**config.mk**
```make
export PLATFORM = sky130hd
export DESIGN_NAME = three_band_tone_equalizer_flat
export DESIGN_NICKNAME = d
export VERILOG_FILES = /design/src/rtl/tte_pkg.sv /design/src/rtl/tte_if.sv /design/src/rtl/tte_cfg_regs.sv /design/src/rtl/tte_ctrl.sv /design/src/rtl/tte_datapath.sv /design/src/rtl/three_band_tone_equalizer.sv /design/src/flat_wrapper.sv
export SDC_FILE = /design/constraint.sdc
export NUM_CORES = 2
export LEC_CHECK = 0
export BUFFER_PORTS_ARGS = -buffer_cell sky130_fd_sc_hd__buf_4
export CORE_MARGIN = 4
export CORE_UTILIZATION = 52
export DETAILED_ROUTE_END_ITERATION = 12
export PLACE_DENSITY = 0.68
export SYNTH_ARGS = -nofsm -noshare
export SYNTH_HDL_FRONTEND = slang
export SYNTH_SLANG_ARGS = --single-unit
```
**constraint.sdc**
```tcl
create_clock -name clk -period 20.5 [get_ports clk]
set_clock_uncertainty 0.15 [all_clocks]
set_input_delay 2.05 -clock clk [delete_from_list [all_inputs] [get_ports clk]]
set_output_delay 2.05 -clock clk [all_outputs]
set_load 0.005 [all_outputs]
```
**src/rtl/tte_pkg.sv**
```systemverilog
// ----------------------------------------------------------------------------
// tte_pkg: shared types and constants of the three-band tone equalizer
// Fixed field widths, configuration register codes, sequencer states,
// controller command/status structs and the round/saturate helper.
// ----------------------------------------------------------------------------
`default_nettype none

package tte_pkg;

  localparam int SAMPLE_BITS     = 24;
  localparam int COEFF_FRAC_BITS = 16;
  localparam int COEFF_BITS      = COEFF_FRAC_BITS + 5;
  localparam int NUM_SECTIONS    = 3;
  localparam int FWD_W           = 3 * COEFF_BITS;
  localparam int FB_W            = 2 * COEFF_BITS;
  localparam int TRIM_BITS       = 17;
  localparam int TRIM_FRAC_BITS  = 16;
  localparam int TRIM_TOL        = 6;
  localparam logic [TRIM_BITS-1:0] TRIM_UNITY = TRIM_BITS'(65536);
  localparam logic [TRIM_BITS-1:0] TRIM_LO    = TRIM_BITS'(65536 - TRIM_TOL);
  localparam logic [TRIM_BITS-1:0] TRIM_HI    = TRIM_BITS'(65536 + TRIM_TOL);

  // coefficient x sample product and five-term sum
  localparam int PROD_W = COEFF_BITS + SAMPLE_BITS;
  localparam int ACC_W  = PROD_W + 3;

  localparam int CFG_INDEX_W = 3;
  localparam int CFG_DATA_W  = FWD_W;

  localparam int MAC_TERMS = 5;
  localparam int STEP_W    = 3;
  localparam logic [STEP_W-1:0] STEP_LAST = STEP_W'(MAC_TERMS);

  localparam logic signed [ACC_W-1:0] SAT_HI =
    {{(ACC_W - SAMPLE_BITS + 1){1'b0}}, {(SAMPLE_BITS - 1){1'b1}}};
  localparam logic signed [ACC_W-1:0] SAT_LO = ~SAT_HI;

  typedef enum logic [CFG_INDEX_W-1:0] {
    REG_LOW_FWD  = 3'd0,
    REG_LOW_FB   = 3'd1,
    REG_PEAK_FWD = 3'd2,
    REG_PEAK_FB  = 3'd3,
    REG_HIGH_FWD = 3'd4,
    REG_HIGH_FB  = 3'd5,
    REG_TRIM     = 3'd6
  } cfg_reg_e;

  typedef enum logic [1:0] {
    SEC_LOW  = 2'd0,
    SEC_MID  = 2'd1,
    SEC_HIGH = 2'd2
  } section_e;

  typedef enum logic [2:0] {
    TERM_B0 = 3'd0,
    TERM_B1 = 3'd1,
    TERM_B2 = 3'd2,
    TERM_A1 = 3'd3,
    TERM_A2 = 3'd4
  } term_e;

  typedef enum logic [1:0] {
    ACC_HOLD = 2'd0,
    ACC_LOAD = 2'd1,
    ACC_ADD  = 2'd2
  } acc_op_e;

  typedef enum logic [2:0] {
    ST_IDLE     = 3'd0,
    ST_CHECK    = 3'd1,
    ST_MAC      = 3'd2,
    ST_SEC_END  = 3'd3,
    ST_TRIM_MUL = 3'd4,
    ST_TRIM_END = 3'd5,
    ST_DONE     = 3'd6
  } state_e;

  typedef struct packed {
    logic [NUM_SECTIONS-1:0][FWD_W-1:0] fwd;
    logic [NUM_SECTIONS-1:0][FB_W-1:0]  fb;
    logic [TRIM_BITS-1:0]               trim;
  } coef_set_t;

  typedef struct packed {
    logic     load;
    logic     mul_en;
    logic     trim_mul;
    term_e    term;
    acc_op_e  acc_op;
    section_e sec;
    logic     sec_end;
    logic     trim_end;
    logic     out_load;
  } tte_cmd_t;

  typedef struct packed {
    logic in_range;
    logic trim_skip;
    logic out_free;
  } tte_status_t;

  typedef struct packed {
    logic signed [SAMPLE_BITS-1:0] x1;
    logic signed [SAMPLE_BITS-1:0] x2;
    logic signed [SAMPLE_BITS-1:0] y1;
    logic signed [SAMPLE_BITS-1:0] y2;
  } hist_row_t;

  // round half up from frac fraction bits, then clamp to a sample
  function automatic logic signed [SAMPLE_BITS-1:0] round_sat(
    input logic signed [ACC_W-1:0] v,
    input int unsigned             frac
  );
    logic signed [ACC_W-1:0] r;
    logic signed [ACC_W-1:0] s;
    r = v + (ACC_W'(1) << (frac - 1));
    s = r >>> frac;
    if (s > SAT_HI) begin
      s = SAT_HI;
    end else if (s < SAT_LO) begin
      s = SAT_LO;
    end
    return s[SAMPLE_BITS-1:0];
  endfunction

endpackage

`default_nettype wire

```
**src/rtl/tte_if.sv**
```systemverilog
// ----------------------------------------------------------------------------
// tte_if: channel interfaces of the tone equalizer
// Sample input, equalized output and configuration write channels.
// ----------------------------------------------------------------------------
`default_nettype none

interface tte_in_if;
  logic                                     valid;
  logic                                     ready;
  logic signed [tte_pkg::SAMPLE_BITS-1:0]   sample_in;
  logic                                     channel;
  logic                                     block_end;

  modport source (output valid, sample_in, channel, block_end, input ready);
  modport sink   (input valid, sample_in, channel, block_end, output ready);
endinterface

interface tte_out_if;
  logic                                     valid;
  logic                                     ready;
  logic signed [tte_pkg::SAMPLE_BITS-1:0]   sample_out;
  logic                                     channel_out;
  logic                                     block_end_out;

  modport source (output valid, sample_out, channel_out, block_end_out, input ready);
  modport sink   (input valid, sample_out, channel_out, block_end_out, output ready);
endinterface

interface tte_cfg_if;
  logic                               valid;
  logic                               ready;
  logic [tte_pkg::CFG_INDEX_W-1:0]    index;
  logic [tte_pkg::CFG_DATA_W-1:0]     data;

  modport source (output valid, index, data, input ready);
  modport sink   (input valid, index, data, output ready);
endinterface

`default_nettype wire

```
**src/rtl/tte_cfg_regs.sv**
```systemverilog
// ----------------------------------------------------------------------------
// tte_cfg_regs: configuration register bank
// Decodes register writes into section coefficients and output trim.
// ----------------------------------------------------------------------------
`default_nettype none

module tte_cfg_regs (
  input  wire logic           clk,
  input  wire logic           rst,
  tte_cfg_if.sink             cfg,
  output tte_pkg::coef_set_t  coefs
);

  assign cfg.ready = 1'b1;

  always_ff @(posedge clk) begin
    if (rst) begin
      for (int i = 0; i < tte_pkg::NUM_SECTIONS; i++) begin
        coefs.fwd[i] <= tte_pkg::FWD_W'(tte_pkg::TRIM_UNITY);  // b0 = 1.0
        coefs.fb[i]  <= '0;
      end
      coefs.trim <= tte_pkg::TRIM_UNITY;
    end else if (cfg.valid) begin
      case (tte_pkg::cfg_reg_e'(cfg.index))
        tte_pkg::REG_LOW_FWD:  coefs.fwd[tte_pkg::SEC_LOW]  <= cfg.data;
        tte_pkg::REG_LOW_FB:   coefs.fb[tte_pkg::SEC_LOW]   <= cfg.data[tte_pkg::FB_W-1:0];
        tte_pkg::REG_PEAK_FWD: coefs.fwd[tte_pkg::SEC_MID]  <= cfg.data;
        tte_pkg::REG_PEAK_FB:  coefs.fb[tte_pkg::SEC_MID]   <= cfg.data[tte_pkg::FB_W-1:0];
        tte_pkg::REG_HIGH_FWD: coefs.fwd[tte_pkg::SEC_HIGH] <= cfg.data;
        tte_pkg::REG_HIGH_FB:  coefs.fb[tte_pkg::SEC_HIGH]  <= cfg.data[tte_pkg::FB_W-1:0];
        tte_pkg::REG_TRIM:     coefs.trim <= cfg.data[tte_pkg::TRIM_BITS-1:0];
        default: ;
      endcase
    end
  end

endmodule

`default_nettype wire

```
**src/rtl/tte_ctrl.sv**
```systemverilog
// ----------------------------------------------------------------------------
// tte_ctrl: sequencer of the tone equalizer
// Steps the shared multiplier through five terms per section, three
// sections, the optional trim product and the output handoff.
// ----------------------------------------------------------------------------
`default_nettype none

module tte_ctrl (
  input  wire logic                 clk,
  input  wire logic                 rst,
  input  wire logic                 in_valid,
  output logic                      in_ready,
  input  wire tte_pkg::tte_status_t status,
  output tte_pkg::tte_cmd_t         cmd
);

  tte_pkg::state_e              state;
  tte_pkg::state_e              state_next;
  tte_pkg::section_e            sec;
  tte_pkg::section_e            sec_next;
  logic [tte_pkg::STEP_W-1:0]   step;
  logic [tte_pkg::STEP_W-1:0]   step_next;

  always_ff @(posedge clk) begin
    if (rst) begin
      state <= tte_pkg::ST_IDLE;
      sec   <= tte_pkg::SEC_LOW;
      step  <= '0;
    end else begin
      state <= state_next;
      sec   <= sec_next;
      step  <= step_next;
    end
  end

  always_comb begin
    state_next = state;
    sec_next   = sec;
    step_next  = step;
    in_ready   = 1'b0;
    cmd        = '0;
    cmd.sec    = sec;
    case (state)
      tte_pkg::ST_IDLE: begin
        in_ready = 1'b1;
        if (in_valid) begin
          cmd.load   = 1'b1;
          state_next = tte_pkg::ST_CHECK;
        end
      end
      tte_pkg::ST_CHECK: begin
        sec_next   = tte_pkg::SEC_LOW;
        step_next  = '0;
        state_next = status.in_range ? tte_pkg::ST_MAC : tte_pkg::ST_DONE;
      end
      tte_pkg::ST_MAC: begin
        // multiply term k while accumulating term k-1
        if (step < tte_pkg::STEP_LAST) begin
          cmd.mul_en = 1'b1;
          cmd.term   = tte_pkg::term_e'(step);
        end
        if (step != '0) begin
          cmd.acc_op = (step == tte_pkg::STEP_W'(1)) ? tte_pkg::ACC_LOAD : tte_pkg::ACC_ADD;
        end
        if (step == tte_pkg::STEP_LAST) begin
          step_next  = '0;
          state_next = tte_pkg::ST_SEC_END;
        end else begin
          step_next = step + tte_pkg::STEP_W'(1);
        end
      end
      tte_pkg::ST_SEC_END: begin
        cmd.sec_end = 1'b1;
        if (sec == tte_pkg::SEC_HIGH) begin
          state_next = status.trim_skip ? tte_pkg::ST_DONE : tte_pkg::ST_TRIM_MUL;
        end else begin
          sec_next   = tte_pkg::section_e'(sec + 2'd1);
          state_next = tte_pkg::ST_MAC;
        end
      end
      tte_pkg::ST_TRIM_MUL: begin
        cmd.mul_en   = 1'b1;
        cmd.trim_mul = 1'b1;
        state_next   = tte_pkg::ST_TRIM_END;
      end
      tte_pkg::ST_TRIM_END: begin
        cmd.trim_end = 1'b1;
        state_next   = tte_pkg::ST_DONE;
      end
      tte_pkg::ST_DONE: begin
        if (status.out_free) begin
          cmd.out_load = 1'b1;
          state_next   = tte_pkg::ST_IDLE;
        end
      end
      default: begin
        state_next = tte_pkg::ST_IDLE;
      end
    endcase
  end

  a_step_bound: assert property (@(posedge clk) disable iff (rst)
    state == tte_pkg::ST_MAC |-> step <= tte_pkg::STEP_LAST)
    else $error("MAC step counter past last term");

  a_trim_after_high: assert property (@(posedge clk) disable iff (rst)
    state == tte_pkg::ST_TRIM_MUL |->
      $past(state) == tte_pkg::ST_SEC_END && $past(sec) == tte_pkg::SEC_HIGH)
    else $error("trim product started before the high shelf finished");

endmodule

`default_nettype wire

```
**src/rtl/tte_datapath.sv**
```systemverilog
// ----------------------------------------------------------------------------
// tte_datapath: shared multiply-accumulate datapath
// Holds the working sample, per-channel section history, one registered
// multiplier, the accumulator and the output register.
// ----------------------------------------------------------------------------
`default_nettype none

module tte_datapath #(
  parameter int CHANNELS = 2
) (
  input  wire logic                                 clk,
  input  wire logic                                 rst,
  input  wire tte_pkg::tte_cmd_t                    cmd,
  output tte_pkg::tte_status_t                      status,
  input  wire tte_pkg::coef_set_t                   coefs,
  input  wire logic signed [tte_pkg::SAMPLE_BITS-1:0] sample_in,
  input  wire logic                                 channel,
  input  wire logic                                 block_end,
  output logic                                      out_valid,
  input  wire logic                                 out_ready,
  output logic signed [tte_pkg::SAMPLE_BITS-1:0]    sample_out,
  output logic                                      channel_out,
  output logic                                      block_end_out
);

  localparam int CIW = (CHANNELS > 1) ? $clog2(CHANNELS) : 1;

  logic signed [tte_pkg::SAMPLE_BITS-1:0] x;
  logic                                   ch;
  logic                                   be;
  logic signed [tte_pkg::PROD_W-1:0]      prod;
  logic                                   prod_neg;
  logic signed [tte_pkg::ACC_W-1:0]       acc;
  logic signed [tte_pkg::ACC_W-1:0]       prod_ext;

  tte_pkg::hist_row_t bass_hist   [CHANNELS];
  tte_pkg::hist_row_t mid_hist    [CHANNELS];
  tte_pkg::hist_row_t treble_hist [CHANNELS];

  logic [CIW-1:0]                         ch_idx;
  logic                                   in_range;
  tte_pkg::hist_row_t                     row_cur;
  tte_pkg::hist_row_t                     row_next;
  logic [tte_pkg::FWD_W-1:0]              fwd_sel;
  logic [tte_pkg::FB_W-1:0]               fb_sel;
  logic signed [tte_pkg::COEFF_BITS-1:0]  mul_a;
  logic signed [tte_pkg::SAMPLE_BITS-1:0] mul_b;
  logic signed [tte_pkg::SAMPLE_BITS-1:0] y_sec;
  logic signed [tte_pkg::SAMPLE_BITS-1:0] y_trim;

  assign ch_idx   = CIW'(ch);
  assign in_range = (32'(ch) < 32'(CHANNELS));

  assign status.in_range  = in_range;
  assign status.trim_skip = (coefs.trim >= tte_pkg::TRIM_LO) &&
                            (coefs.trim <= tte_pkg::TRIM_HI);
  assign status.out_free  = !out_valid || out_ready;

  always_comb begin
    case (cmd.sec)
      tte_pkg::SEC_LOW: begin
        row_cur = bass_hist[ch_idx];
        fwd_sel = coefs.fwd[tte_pkg::SEC_LOW];
        fb_sel  = coefs.fb[tte_pkg::SEC_LOW];
      end
      tte_pkg::SEC_MID: begin
        row_cur = mid_hist[ch_idx];
        fwd_sel = coefs.fwd[tte_pkg::SEC_MID];
        fb_sel  = coefs.fb[tte_pkg::SEC_MID];
      end
      default: begin
        row_cur = treble_hist[ch_idx];
        fwd_sel = coefs.fwd[tte_pkg::SEC_HIGH];
        fb_sel  = coefs.fb[tte_pkg::SEC_HIGH];
      end
    endcase
  end

  always_comb begin
    if (cmd.trim_mul) begin
      mul_a = {{(tte_pkg::COEFF_BITS - tte_pkg::TRIM_BITS){1'b0}}, coefs.trim};
      mul_b = x;
    end else begin
      case (cmd.term)
        tte_pkg::TERM_B0: begin
          mul_a = fwd_sel[0 +: tte_pkg::COEFF_BITS];
          mul_b = x;
        end
        tte_pkg::TERM_B1: begin
          mul_a = fwd_sel[tte_pkg::COEFF_BITS +: tte_pkg::COEFF_BITS];
          mul_b = row_cur.x1;
        end
        tte_pkg::TERM_B2: begin
          mul_a = fwd_sel[2 * tte_pkg::COEFF_BITS +: tte_pkg::COEFF_BITS];
          mul_b = row_cur.x2;
        end
        tte_pkg::TERM_A1: begin
          mul_a = fb_sel[0 +: tte_pkg::COEFF_BITS];
          mul_b = row_cur.y1;
        end
        tte_pkg::TERM_A2: begin
          mul_a = fb_sel[tte_pkg::COEFF_BITS +: tte_pkg::COEFF_BITS];
          mul_b = row_cur.y2;
        end
        default: begin
          mul_a = '0;
          mul_b = '0;
        end
      endcase
    end
  end

  assign prod_ext = tte_pkg::ACC_W'(prod);
  assign y_sec    = tte_pkg::round_sat(acc, tte_pkg::COEFF_FRAC_BITS);
  assign y_trim   = tte_pkg::round_sat(prod_ext, tte_pkg::TRIM_FRAC_BITS);

  always_comb begin
    row_next.x1 = x;
    row_next.x2 = row_cur.x1;
    row_next.y1 = y_sec;
    row_next.y2 = row_cur.y1;
  end

  // payload registers
  always_ff @(posedge clk) begin
    if (cmd.load) begin
      x  <= sample_in;
      ch <= channel;
      be <= block_end;
    end else if (cmd.sec_end) begin
      x <= y_sec;
    end else if (cmd.trim_end) begin
      x <= y_trim;
    end
    if (cmd.mul_en) begin
      prod     <= tte_pkg::PROD_W'(mul_a) * tte_pkg::PROD_W'(mul_b);
      prod_neg <= !cmd.trim_mul &&
                  (cmd.term == tte_pkg::TERM_A1 || cmd.term == tte_pkg::TERM_A2);
    end
    case (cmd.acc_op)
      tte_pkg::ACC_LOAD: acc <= prod_neg ? -prod_ext : prod_ext;
      tte_pkg::ACC_ADD:  acc <= prod_neg ? acc - prod_ext : acc + prod_ext;
      default: ;
    endcase
    if (cmd.out_load) begin
      sample_out    <= x;
      channel_out   <= ch;
      block_end_out <= be;
    end
  end

  // history and output valid
  always_ff @(posedge clk) begin
    if (rst) begin
      for (int i = 0; i < CHANNELS; i++) begin
        bass_hist[i]   <= '0;
        mid_hist[i]    <= '0;
        treble_hist[i] <= '0;
      end
      out_valid <= 1'b0;
    end else begin
      if (cmd.sec_end) begin
        case (cmd.sec)
          tte_pkg::SEC_LOW: bass_hist[ch_idx]   <= row_next;
          tte_pkg::SEC_MID: mid_hist[ch_idx]    <= row_next;
          default:          treble_hist[ch_idx] <= row_next;
        endcase
      end
      if (cmd.out_load) begin
        out_valid <= 1'b1;
      end else if (out_ready) begin
        out_valid <= 1'b0;
      end
    end
  end

  a_out_slot_free: assert property (@(posedge clk) disable iff (rst)
    cmd.out_load |-> (!out_valid || out_ready))
    else $error("output register overwritten while holding an item");

  a_hist_in_range: assert property (@(posedge clk) disable iff (rst)
    cmd.sec_end |-> in_range)
    else $error("history written for a channel out of range");

  a_acc_after_mul: assert property (@(posedge clk) disable iff (rst)
    cmd.acc_op != tte_pkg::ACC_HOLD |-> $past(cmd.mul_en))
    else $error("accumulate without a product from the previous cycle");

endmodule

`default_nettype wire

```
**src/rtl/three_band_tone_equalizer.sv**
```systemverilog
// ----------------------------------------------------------------------------
// three_band_tone_equalizer: low shelf / peak / high shelf biquad cascade
// Each item is one signed sample tagged with a channel and a block-end flag.
// in_ch takes items (valid/ready); out_ch returns one result item per input
// item in order, with the channel and block-end flag copied. cfg writes the
// six coefficient registers and the output trim; ready is always high and a
// write is applied directly, also to an item already in flight.
// One item is in flight at a time. A single registered multiplier steps
// through five products per section for three sections, then the trim
// product, skipped when the trim is within 6 LSB of unity (bypassed); an
// item with a channel number that has no history passes through unfiltered.
// A new item is taken only once the last is in the output register.
// The output register lets the next item be accepted while a result waits;
// if out_ch stalls, the finished item holds in the datapath until the output
// register is taken. Reset (synchronous) clears all filter history, sets each
// b0 to 1.0 and the other coefficients to 0, and trim to unity.
// ----------------------------------------------------------------------------
`default_nettype none

module three_band_tone_equalizer #(
  parameter int CHANNELS = 2
) (
  input  wire logic  clk,
  input  wire logic  rst,
  tte_in_if.sink     in_ch,
  tte_out_if.source  out_ch,
  tte_cfg_if.sink    cfg
);

  tte_pkg::coef_set_t   coefs;
  tte_pkg::tte_cmd_t    cmd;
  tte_pkg::tte_status_t status;
  logic                 in_ready;

  assign in_ch.ready = in_ready;

  tte_cfg_regs u_cfg_regs (
    .clk   (clk),
    .rst   (rst),
    .cfg   (cfg),
    .coefs (coefs)
  );

  tte_ctrl u_ctrl (
    .clk      (clk),
    .rst      (rst),
    .in_valid (in_ch.valid),
    .in_ready (in_ready),
    .status   (status),
    .cmd      (cmd)
  );

  tte_datapath #(
    .CHANNELS (CHANNELS)
  ) u_datapath (
    .clk           (clk),
    .rst           (rst),
    .cmd           (cmd),
    .status        (status),
    .coefs         (coefs),
    .sample_in     (in_ch.sample_in),
    .channel       (in_ch.channel),
    .block_end     (in_ch.block_end),
    .out_valid     (out_ch.valid),
    .out_ready     (out_ch.ready),
    .sample_out    (out_ch.sample_out),
    .channel_out   (out_ch.channel_out),
    .block_end_out (out_ch.block_end_out)
  );

endmodule

`default_nettype wire
```
**src/flat_wrapper.sv**
```systemverilog
// flat-port wrapper written by rule: the top's interface ports become plain ports
module three_band_tone_equalizer_flat 
#(
  parameter int CHANNELS = 2
)
  (clk, rst, in_ch_valid, in_ch_sample_in, in_ch_channel, in_ch_block_end, in_ch_ready, out_ch_valid, out_ch_sample_out, out_ch_channel_out, out_ch_block_end_out, out_ch_ready, cfg_valid, cfg_index, cfg_data, cfg_ready);
  tte_in_if in_ch_i ();
  tte_out_if out_ch_i ();
  tte_cfg_if cfg_i ();
  input  wire logic clk;
  input  wire logic rst;
  input wire logic [$bits(in_ch_i.valid)-1:0] in_ch_valid;
  input wire logic [$bits(in_ch_i.sample_in)-1:0] in_ch_sample_in;
  input wire logic [$bits(in_ch_i.channel)-1:0] in_ch_channel;
  input wire logic [$bits(in_ch_i.block_end)-1:0] in_ch_block_end;
  output wire logic [$bits(in_ch_i.ready)-1:0] in_ch_ready;
  output wire logic [$bits(out_ch_i.valid)-1:0] out_ch_valid;
  output wire logic [$bits(out_ch_i.sample_out)-1:0] out_ch_sample_out;
  output wire logic [$bits(out_ch_i.channel_out)-1:0] out_ch_channel_out;
  output wire logic [$bits(out_ch_i.block_end_out)-1:0] out_ch_block_end_out;
  input wire logic [$bits(out_ch_i.ready)-1:0] out_ch_ready;
  input wire logic [$bits(cfg_i.valid)-1:0] cfg_valid;
  input wire logic [$bits(cfg_i.index)-1:0] cfg_index;
  input wire logic [$bits(cfg_i.data)-1:0] cfg_data;
  output wire logic [$bits(cfg_i.ready)-1:0] cfg_ready;
  assign in_ch_i.valid = in_ch_valid;
  assign in_ch_i.sample_in = in_ch_sample_in;
  assign in_ch_i.channel = in_ch_channel;
  assign in_ch_i.block_end = in_ch_block_end;
  assign in_ch_ready = in_ch_i.ready;
  assign out_ch_valid = out_ch_i.valid;
  assign out_ch_sample_out = out_ch_i.sample_out;
  assign out_ch_channel_out = out_ch_i.channel_out;
  assign out_ch_block_end_out = out_ch_i.block_end_out;
  assign out_ch_i.ready = out_ch_ready;
  assign cfg_i.valid = cfg_valid;
  assign cfg_i.index = cfg_index;
  assign cfg_i.data = cfg_data;
  assign cfg_ready = cfg_i.ready;
  three_band_tone_equalizer #(.CHANNELS(CHANNELS)) u_core (.clk(clk), .rst(rst), .in_ch(in_ch_i), .out_ch(out_ch_i), .cfg(cfg_i));
endmodule
```
== After elaboration in Yosys (flattened, before gate mapping) ==
Memory sizes are Yosys's and may differ from the RTL's. A register that Yosys moved wholly into a read port is not among the register bits.
Index checks and enable logic that the tools add are counted.
Storage, ports and cells
  flip-flop bits (word level): 487
  bits in latches: 0
  bits in writable memories: 576
  memory bits (read-only): 0
  bits of input ports: 97
  output and inout port bits: 29
  logic and storage cells: 162
  memories kept: 3
Memory list
  u_core.u_datapath.bass_hist: words 2, bits a word 96, read ports 1, clocked after memory_dff 1, wr ports 2, RTL line tte_datapath.sv:36  | tte_pkg::hist_row_t bass_hist [CHANNELS];
  u_core.u_datapath.mid_hist: words 2, bits a word 96, read ports 1, clocked after memory_dff 1, wr ports 2, RTL line tte_datapath.sv:37  | tte_pkg::hist_row_t mid_hist [CHANNELS];
  u_core.u_datapath.treble_hist: words 2, bits a word 96, read ports 1, clocked after memory_dff 1, wr ports 2, RTL line tte_datapath.sv:38  | tte_pkg::hist_row_t treble_hist [CHANNELS];
Operators by class
  add/subtract/negate cells: 7
  multipliers: 1
  divide/modulo/power cells: 0
  magnitude comparators: 7
  eq/ne operators: 26
  shifts and indexed selects: 0
  mux-type cells: 69
  bitwise operators: 0
  reduce and logical (&&, ||, !) cells: 29
Operators with widths (count)
  two-way mux 96 bit: 3
  OR reduction 96 bit: 3
  two-way mux 24 bit: 8
  case mux 96 bit (2 select lines): 1
  case mux 63 bit (2 select lines): 1
  case mux 24 bit (5 select lines): 1
  case mux 21 bit (5 select lines): 1
  two-way mux 48 bit: 2
  case mux 48 bit (2 select lines): 1
  case mux 42 bit (2 select lines): 1
  adder 48 x 17 -> 48 bit, second input constant: 1
  adder 48 x 45 -> 48 bit: 1
  negator 45 -> 48 bit: 1
  subtractor 48 x 45 -> 48 bit: 1
  adder 45 x 17 -> 46 bit, second input constant: 1
  multiplier 21 x 24 -> 45 bit: 1
  two-way mux 1 bit: 34
  > comparator 32 x 24 -> 1 bit, second input constant: 1
  less-than comparator 32 x 24 -> 1 bit, second input constant: 1
  > comparator 30 x 24 -> 1 bit, second input constant: 1
  less-than comparator 30 x 24 -> 1 bit, second input constant: 1
  == test 3 bit, second input constant: 8
  two-way mux 21 bit: 1
  case mux 3 bit (7 select lines): 1
  other kinds (27): 63

== Depth between registers and ports, before layout ==
  depth after elaboration: 8
  gate-level depth with buffers: 40
  gate-level depth less buffers: 35

== Modules after synthesis ==
From an unflattened synthesis, not the netlist that was laid out.
Second synthesis, totals
  cell total of the unflattened synthesis: 7230
  area, all modules: 72200.5 µm²
By module, submodules not included
  tte_datapath: times used 1, cells each 5993, area each 58627.5 µm², seq. area each 21720.8 µm²
  tte_cfg_regs: times used 1, cells each 1157, area each 12964.9 µm², seq. area each 6646.4 µm²
  tte_ctrl: times used 1, cells each 80, area each 608.1 µm², seq. area each 160.2 µm²

== Worst setup path before layout ==
No wires, ideal clock.
  path kind: register -> register
  from: reg u_core.u_ctrl.sec[0]
  to: reg u_core.u_datapath.prod[36] (netlist bit) (data pin)
  arrival time: 8.985 ns
  data required time: 20.091 ns
  path slack: 11.106 ns
  cell stages (with the launch flop): 38
  path buffers: 7
  cells stage by stage: dfxtp_1 inv_1 ha_1 clkbuf_1 buf_2 buf_2 buf_1 buf_2 buf_1 a22oi_1 a311oi_1 nor4_1 nor2_1 clkbuf_1 nand2_1 fa_1 inv_1 fa_1 (+2 left out) inv_1 fa_1 inv_1 fa_1 fa_1 inv_1 fa_1 ha_1 and4_1 o2bb2ai_1 a21oi_1 o41ai_1 a311oi_1 o21ai_0 o21ai_0 o21bai_1 a21oi_1 xnor2_1
Between the ends
  longest elaborated chain between the ends: 5
Ends and longest elaborated chain
  start: declaration: RTL line tte_ctrl.sv:19  | tte_pkg::section_e sec;
  start signal: assignment: RTL line tte_ctrl.sv:27  | sec <= tte_pkg::SEC_LOW;
  start signal: assignment: RTL line tte_ctrl.sv:31  | sec <= sec_next;
  == test 2 x 1 -> 1 bit / logical NOT 2 bit (equally long branches): RTL line tte_datapath.sv:60  | case (cmd.sec)
  case mux 42 bit (2 select lines) (tied with other cells): RTL line tte_datapath.sv:60
  case mux 21 bit (5 select lines) / case mux 24 bit (5 select lines) (equally long branches): RTL line tte_datapath.sv:84  | case (cmd.term)
  two-way mux 21 bit / two-way mux 24 bit (equally long branches): RTL line tte_datapath.sv:80  | if (cmd.trim_mul) begin
  multiplier 21 x 24 -> 45 bit (*): RTL line tte_datapath.sv:136  | prod <= tte_pkg::PROD_W'(mul_a) * tte_pkg::PROD_W'(mul_b);
  end signal: assignment: RTL line tte_datapath.sv:136
  end: declaration: RTL line tte_datapath.sv:31  | logic signed [tte_pkg::PROD_W-1:0] prod;
Mark *: on every way between the ends. The rest lies on a longest branch, timed or not.
A chain may end at the register's enable or synchronous reset.

== Worst setup path after layout ==
  from: reg u_core.u_ctrl.sec[0]
  to: reg u_core.u_datapath.prod[42] (netlist bit) (data pin)
Same word-level chain as after synthesis.

==> results.txt <==
- The worst setup path is launched from a flop.
- Most frequent cell on the critical path: sky130_fd_sc_hd__fa_1
* Total of flip-flops plus latches after synthesis: 1064
- Sequential elements use 41.2% of the synthesized area.
- Antenna Nets Post-Route: 0
* Netlist area before placement: 69200 um^2
- Leak Pwr: 30.3 nW
- Required time at the endpoint of the critical path: 20840 ps
- Max Buffers Root-to-Sink: 3
* Pin count of the biggest net entering global routing: 206
- The number of pins exceeding their max-slew limit in the final report was 0.
- Proportion of synthesized flip-flops having asynchronous set or reset: 0%
* Leading cell types by total area after synthesis: sky130_fd_sc_hd__edfxtp_1, sky130_fd_sc_hd__fa_1, sky130_fd_sc_hd__dfxtp_1, sky130_fd_sc_hd__nand2_1, sky130_fd_sc_hd__a21oi_1
* Number of placement rows: 133
- HP Start: u_core.u_datapath.be$_DFFE_PP_
- First drt pass iteration count: 7
- After detailed routing, the total wire length is 211 mm.
- The final layout contains 7905 nets.
* Min-delay worst type: flop to flop
- Most common cell after layout, fill and taps aside: sky130_fd_sc_hd__nand2_1
- Effective utilization at floorplan: 52.5%
- Routability cong.: 0.913
* Remaining max-slew budget at the tightest pin: 16.4%
* Outcome: finished clean
- Based on the critical path, the design can be clocked at up to 0.0874 GHz.
- The synthesized netlist devotes 2.80% of its cell area to XOR and XNOR gates.
* Antenna violations before repair: 14
- Total area of multi-input combinational cells: 36500 um^2
- Post-Route Setup TNS: 0 ps
* Number of standard cells in the final layout excluding fillers: 8974
- Number of flops mapped to enable cells by yosys: 722
- Layout Utilization: 57.1%
- Multiplexer share of the synthesized area: 2.27%
- Once routing completed, OpenROAD measured the worst setup slack at 9060 ps.
- PD cells: 78.4 nW/um^2
* Endpoint arrival time on the critical path: 11780 ps
- Number of sinks handled by clock tree synthesis: 1064
- The number of global-route vias before repair came to 54100.
- Yosys warning count: 0
- CTS placed an instance of sky130_fd_sc_hd__clkbuf_16 at the clock tree root.
- Biggest fanout along the worst timing path: 117
- In the routed design, unresolved DRC markers number 0.
- Cell type of the slowest stage on the worst timing path: sky130_fd_sc_hd__o221ai_4
- The detailed router finished its first iteration with 6033 violations.
* Maximum cell stage delay along the critical path: 850 ps
- Synth Net Count: 8029
* Complex-gate fraction of the synthesized area: 12.9%
- After synthesis, the largest family of logic cells by area is adder cells.
* Setup repair after global routing missed its margin: no
- Via count: 54300
- Die area: 139000 um^2
- Across the whole layout, storage elements account for 28500 um^2.
- Routed vias/inst: 6.05
* Setup Fix Bufs, Post-CTS: 0
* Synth Area in Adders: 18.1%
- Clock-pin slew was measured on the worst setup and hold paths at 60 ps.
- CTS tree: built
* Final hold vios: 0
- For this design, the CTS-stage hold fixing added 0 buffers.
- The finished cells cover 75400 um^2.
- The floorplan step set the die width to 373 um.
- Per-instance average area after synthesis: 9.56 um^2
- The post-route netlist has 8.75% of its cells at a drive strength greater than 1.
- In this run, CTS created clock tree buffers numbering 111.
- Proportion of netlist area held by the largest area contributor: 31.3%
* CORE AREA: 132000 um^2
- For this run, the leading register cell type out of synthesis is sky130_fd_sc_hd__edfxtp_1.
- Die Ht: 373 um
- The worst path in the final design needs a cycle of 11440 ps, including I/O delays and setup.
* # placed instances: 8761
- Reg-to-Reg Start: u_core.u_ctrl.sec[0]$_SDFFE_PP0P_
- The first global-routing pass estimated 325 mm of wire.
- The critical path starts at u_core.u_ctrl.sec[0]$_SDFFE_PP0P_.
- Worst IR drop on VDD: 0.0756 mV
* CP endpoint kind: flop
- The placed instances occupy a cell area of 71800 um^2.
* Number of filler instances in the final layout: 11400
- Total of max-cap violations: 0
* Post-synthesis simple-gate area fraction: 16.2%
* Maximum level of the CTS H-tree: 3
* Minimum hold slack: 285 ps
* Dpl ws: 9260 ps
- Most frequent cells in the layout: sky130_fd_sc_hd__nand2_1, sky130_fd_sc_hd__nor2_1, sky130_fd_sc_hd__edfxtp_1
* Source-to-sink clock delay at the later pin of the worst-skew pair: 770 ps
- Port-buffer cells: 124
- Half-perimeter wire length after detailed placement: 136 mm
- Area delta synth->final: 8.85%
- Power consumption: 5.91 mW
* Transition time at the pin with the least slew margin: 1250 ps
- Post-CTS resize count: 0
- After detailed routing, the average wire length per cell comes to 23.5 um.
- Type of the setup path with the least slack: flop to flop
* Total global routing overflow: 0
- Total routing resource utilization after global routing: 29.9%
* Portion of the clock cycle consumed by the worst path in the final layout: 55.8%
- Finish-stage setup viols: 0
- Synthesis handed over a netlist of 7243 instances.
* Biggest area consumer among synthesized cells: sky130_fd_sc_hd__edfxtp_1
- Number of top-level design ports: 126
- Number of distinct library cell variants in the gate-level netlist after synthesis: 86
[power by group]
group / switching, mW / internal (mW)
Clock: 0.888 / 1.10
Combinational: 0.889 / 0.527
Sequential: 0.104 / 2.40
[critical path, delay by kind of cell, from the launching register on]
kind,cells,cell delay [ps]
fa+ha+maj,9,4320
simple gates,1,160
buf+inv,9,2100
flops,1,340
compound gates,13,3890
xor+xnor,1,100
[sequential cells by signal (all words and copies together), names as in the netlist, 3 cells and up, named ones only]
name,cells
u_core.u_datapath.treble_hist,192
u_core.u_datapath.sample_out,24
u_core.u_datapath.bass_hist,192
u_core.u_ctrl.step,3
u_core.u_ctrl.state,3
u_core.u_cfg_regs.coefs,332
u_core.u_datapath.mid_hist,192
u_core.u_datapath.acc,48
u_core.u_datapath.prod,45
u_core.u_datapath.x,24
[routing by layer]
layer	vias to the layer above	track usage, %	part of all wire (%)
met5	-	0	0.022
li1	24200	-	-
met1	26900	40.1	39
met4	6	13.7	4.8
met2	2690	47.1	46
met3	529	5.79	9.8
[path summary, 6_finish.rpt]
check	to	slack, ps	cells past startpoint
worst max-delay path	u_core.u_datapath.prod[42]$_DFFE_PP_	9060	33
worst min-delay path	u_core.u_datapath.block_end_out$_DFFE_PP_	280	0
worst max register to register	u_core.u_datapath.prod[42]$_DFFE_PP_	9060	33
worst min register to register	u_core.u_datapath.block_end_out$_DFFE_PP_	280	0
[layout make-up]
type                    count  area share [%]
diodes                      9          0.0299
well taps                1755            2.91
inverters                 684            3.41
flip-flops and latches   1064            37.9
repair buffers            264            2.69
clock buffers             154            4.03
multi-input cells        4994            48.4
clock inverters            50           0.674
[cells by family (layout without fill, tap and decap cells)]
logic type,Yosys count,after routing
and+or+nand+nor,2552,2552
DFF,1064,1064
buffers and inverters,1185,1152
muxes,144,144
other,1,10
AOI/OAI and AO/OA,1387,1387
adders and majority gates,689,689
xor gates and xnor gates,221,221
[synthesized netlist by cell type, types with 84 or more instances]
master,count
sky130_fd_sc_hd__mux2_2,106
sky130_fd_sc_hd__nor2_1,749
sky130_fd_sc_hd__fa_1,518
sky130_fd_sc_hd__nor2b_1,104
sky130_fd_sc_hd__and3_1,145
sky130_fd_sc_hd__nand2_1,1152
sky130_fd_sc_hd__xnor2_1,153
sky130_fd_sc_hd__dfxtp_1,342
sky130_fd_sc_hd__and2_1,84
sky130_fd_sc_hd__o21ai_0,129
sky130_fd_sc_hd__a221oi_1,123
sky130_fd_sc_hd__a21oi_1,625
sky130_fd_sc_hd__edfxtp_1,722
sky130_fd_sc_hd__inv_1,684
sky130_fd_sc_hd__clkbuf_1,359
sky130_fd_sc_hd__ha_1,171
No activity file was read; power rests on OpenSTA's default activity.
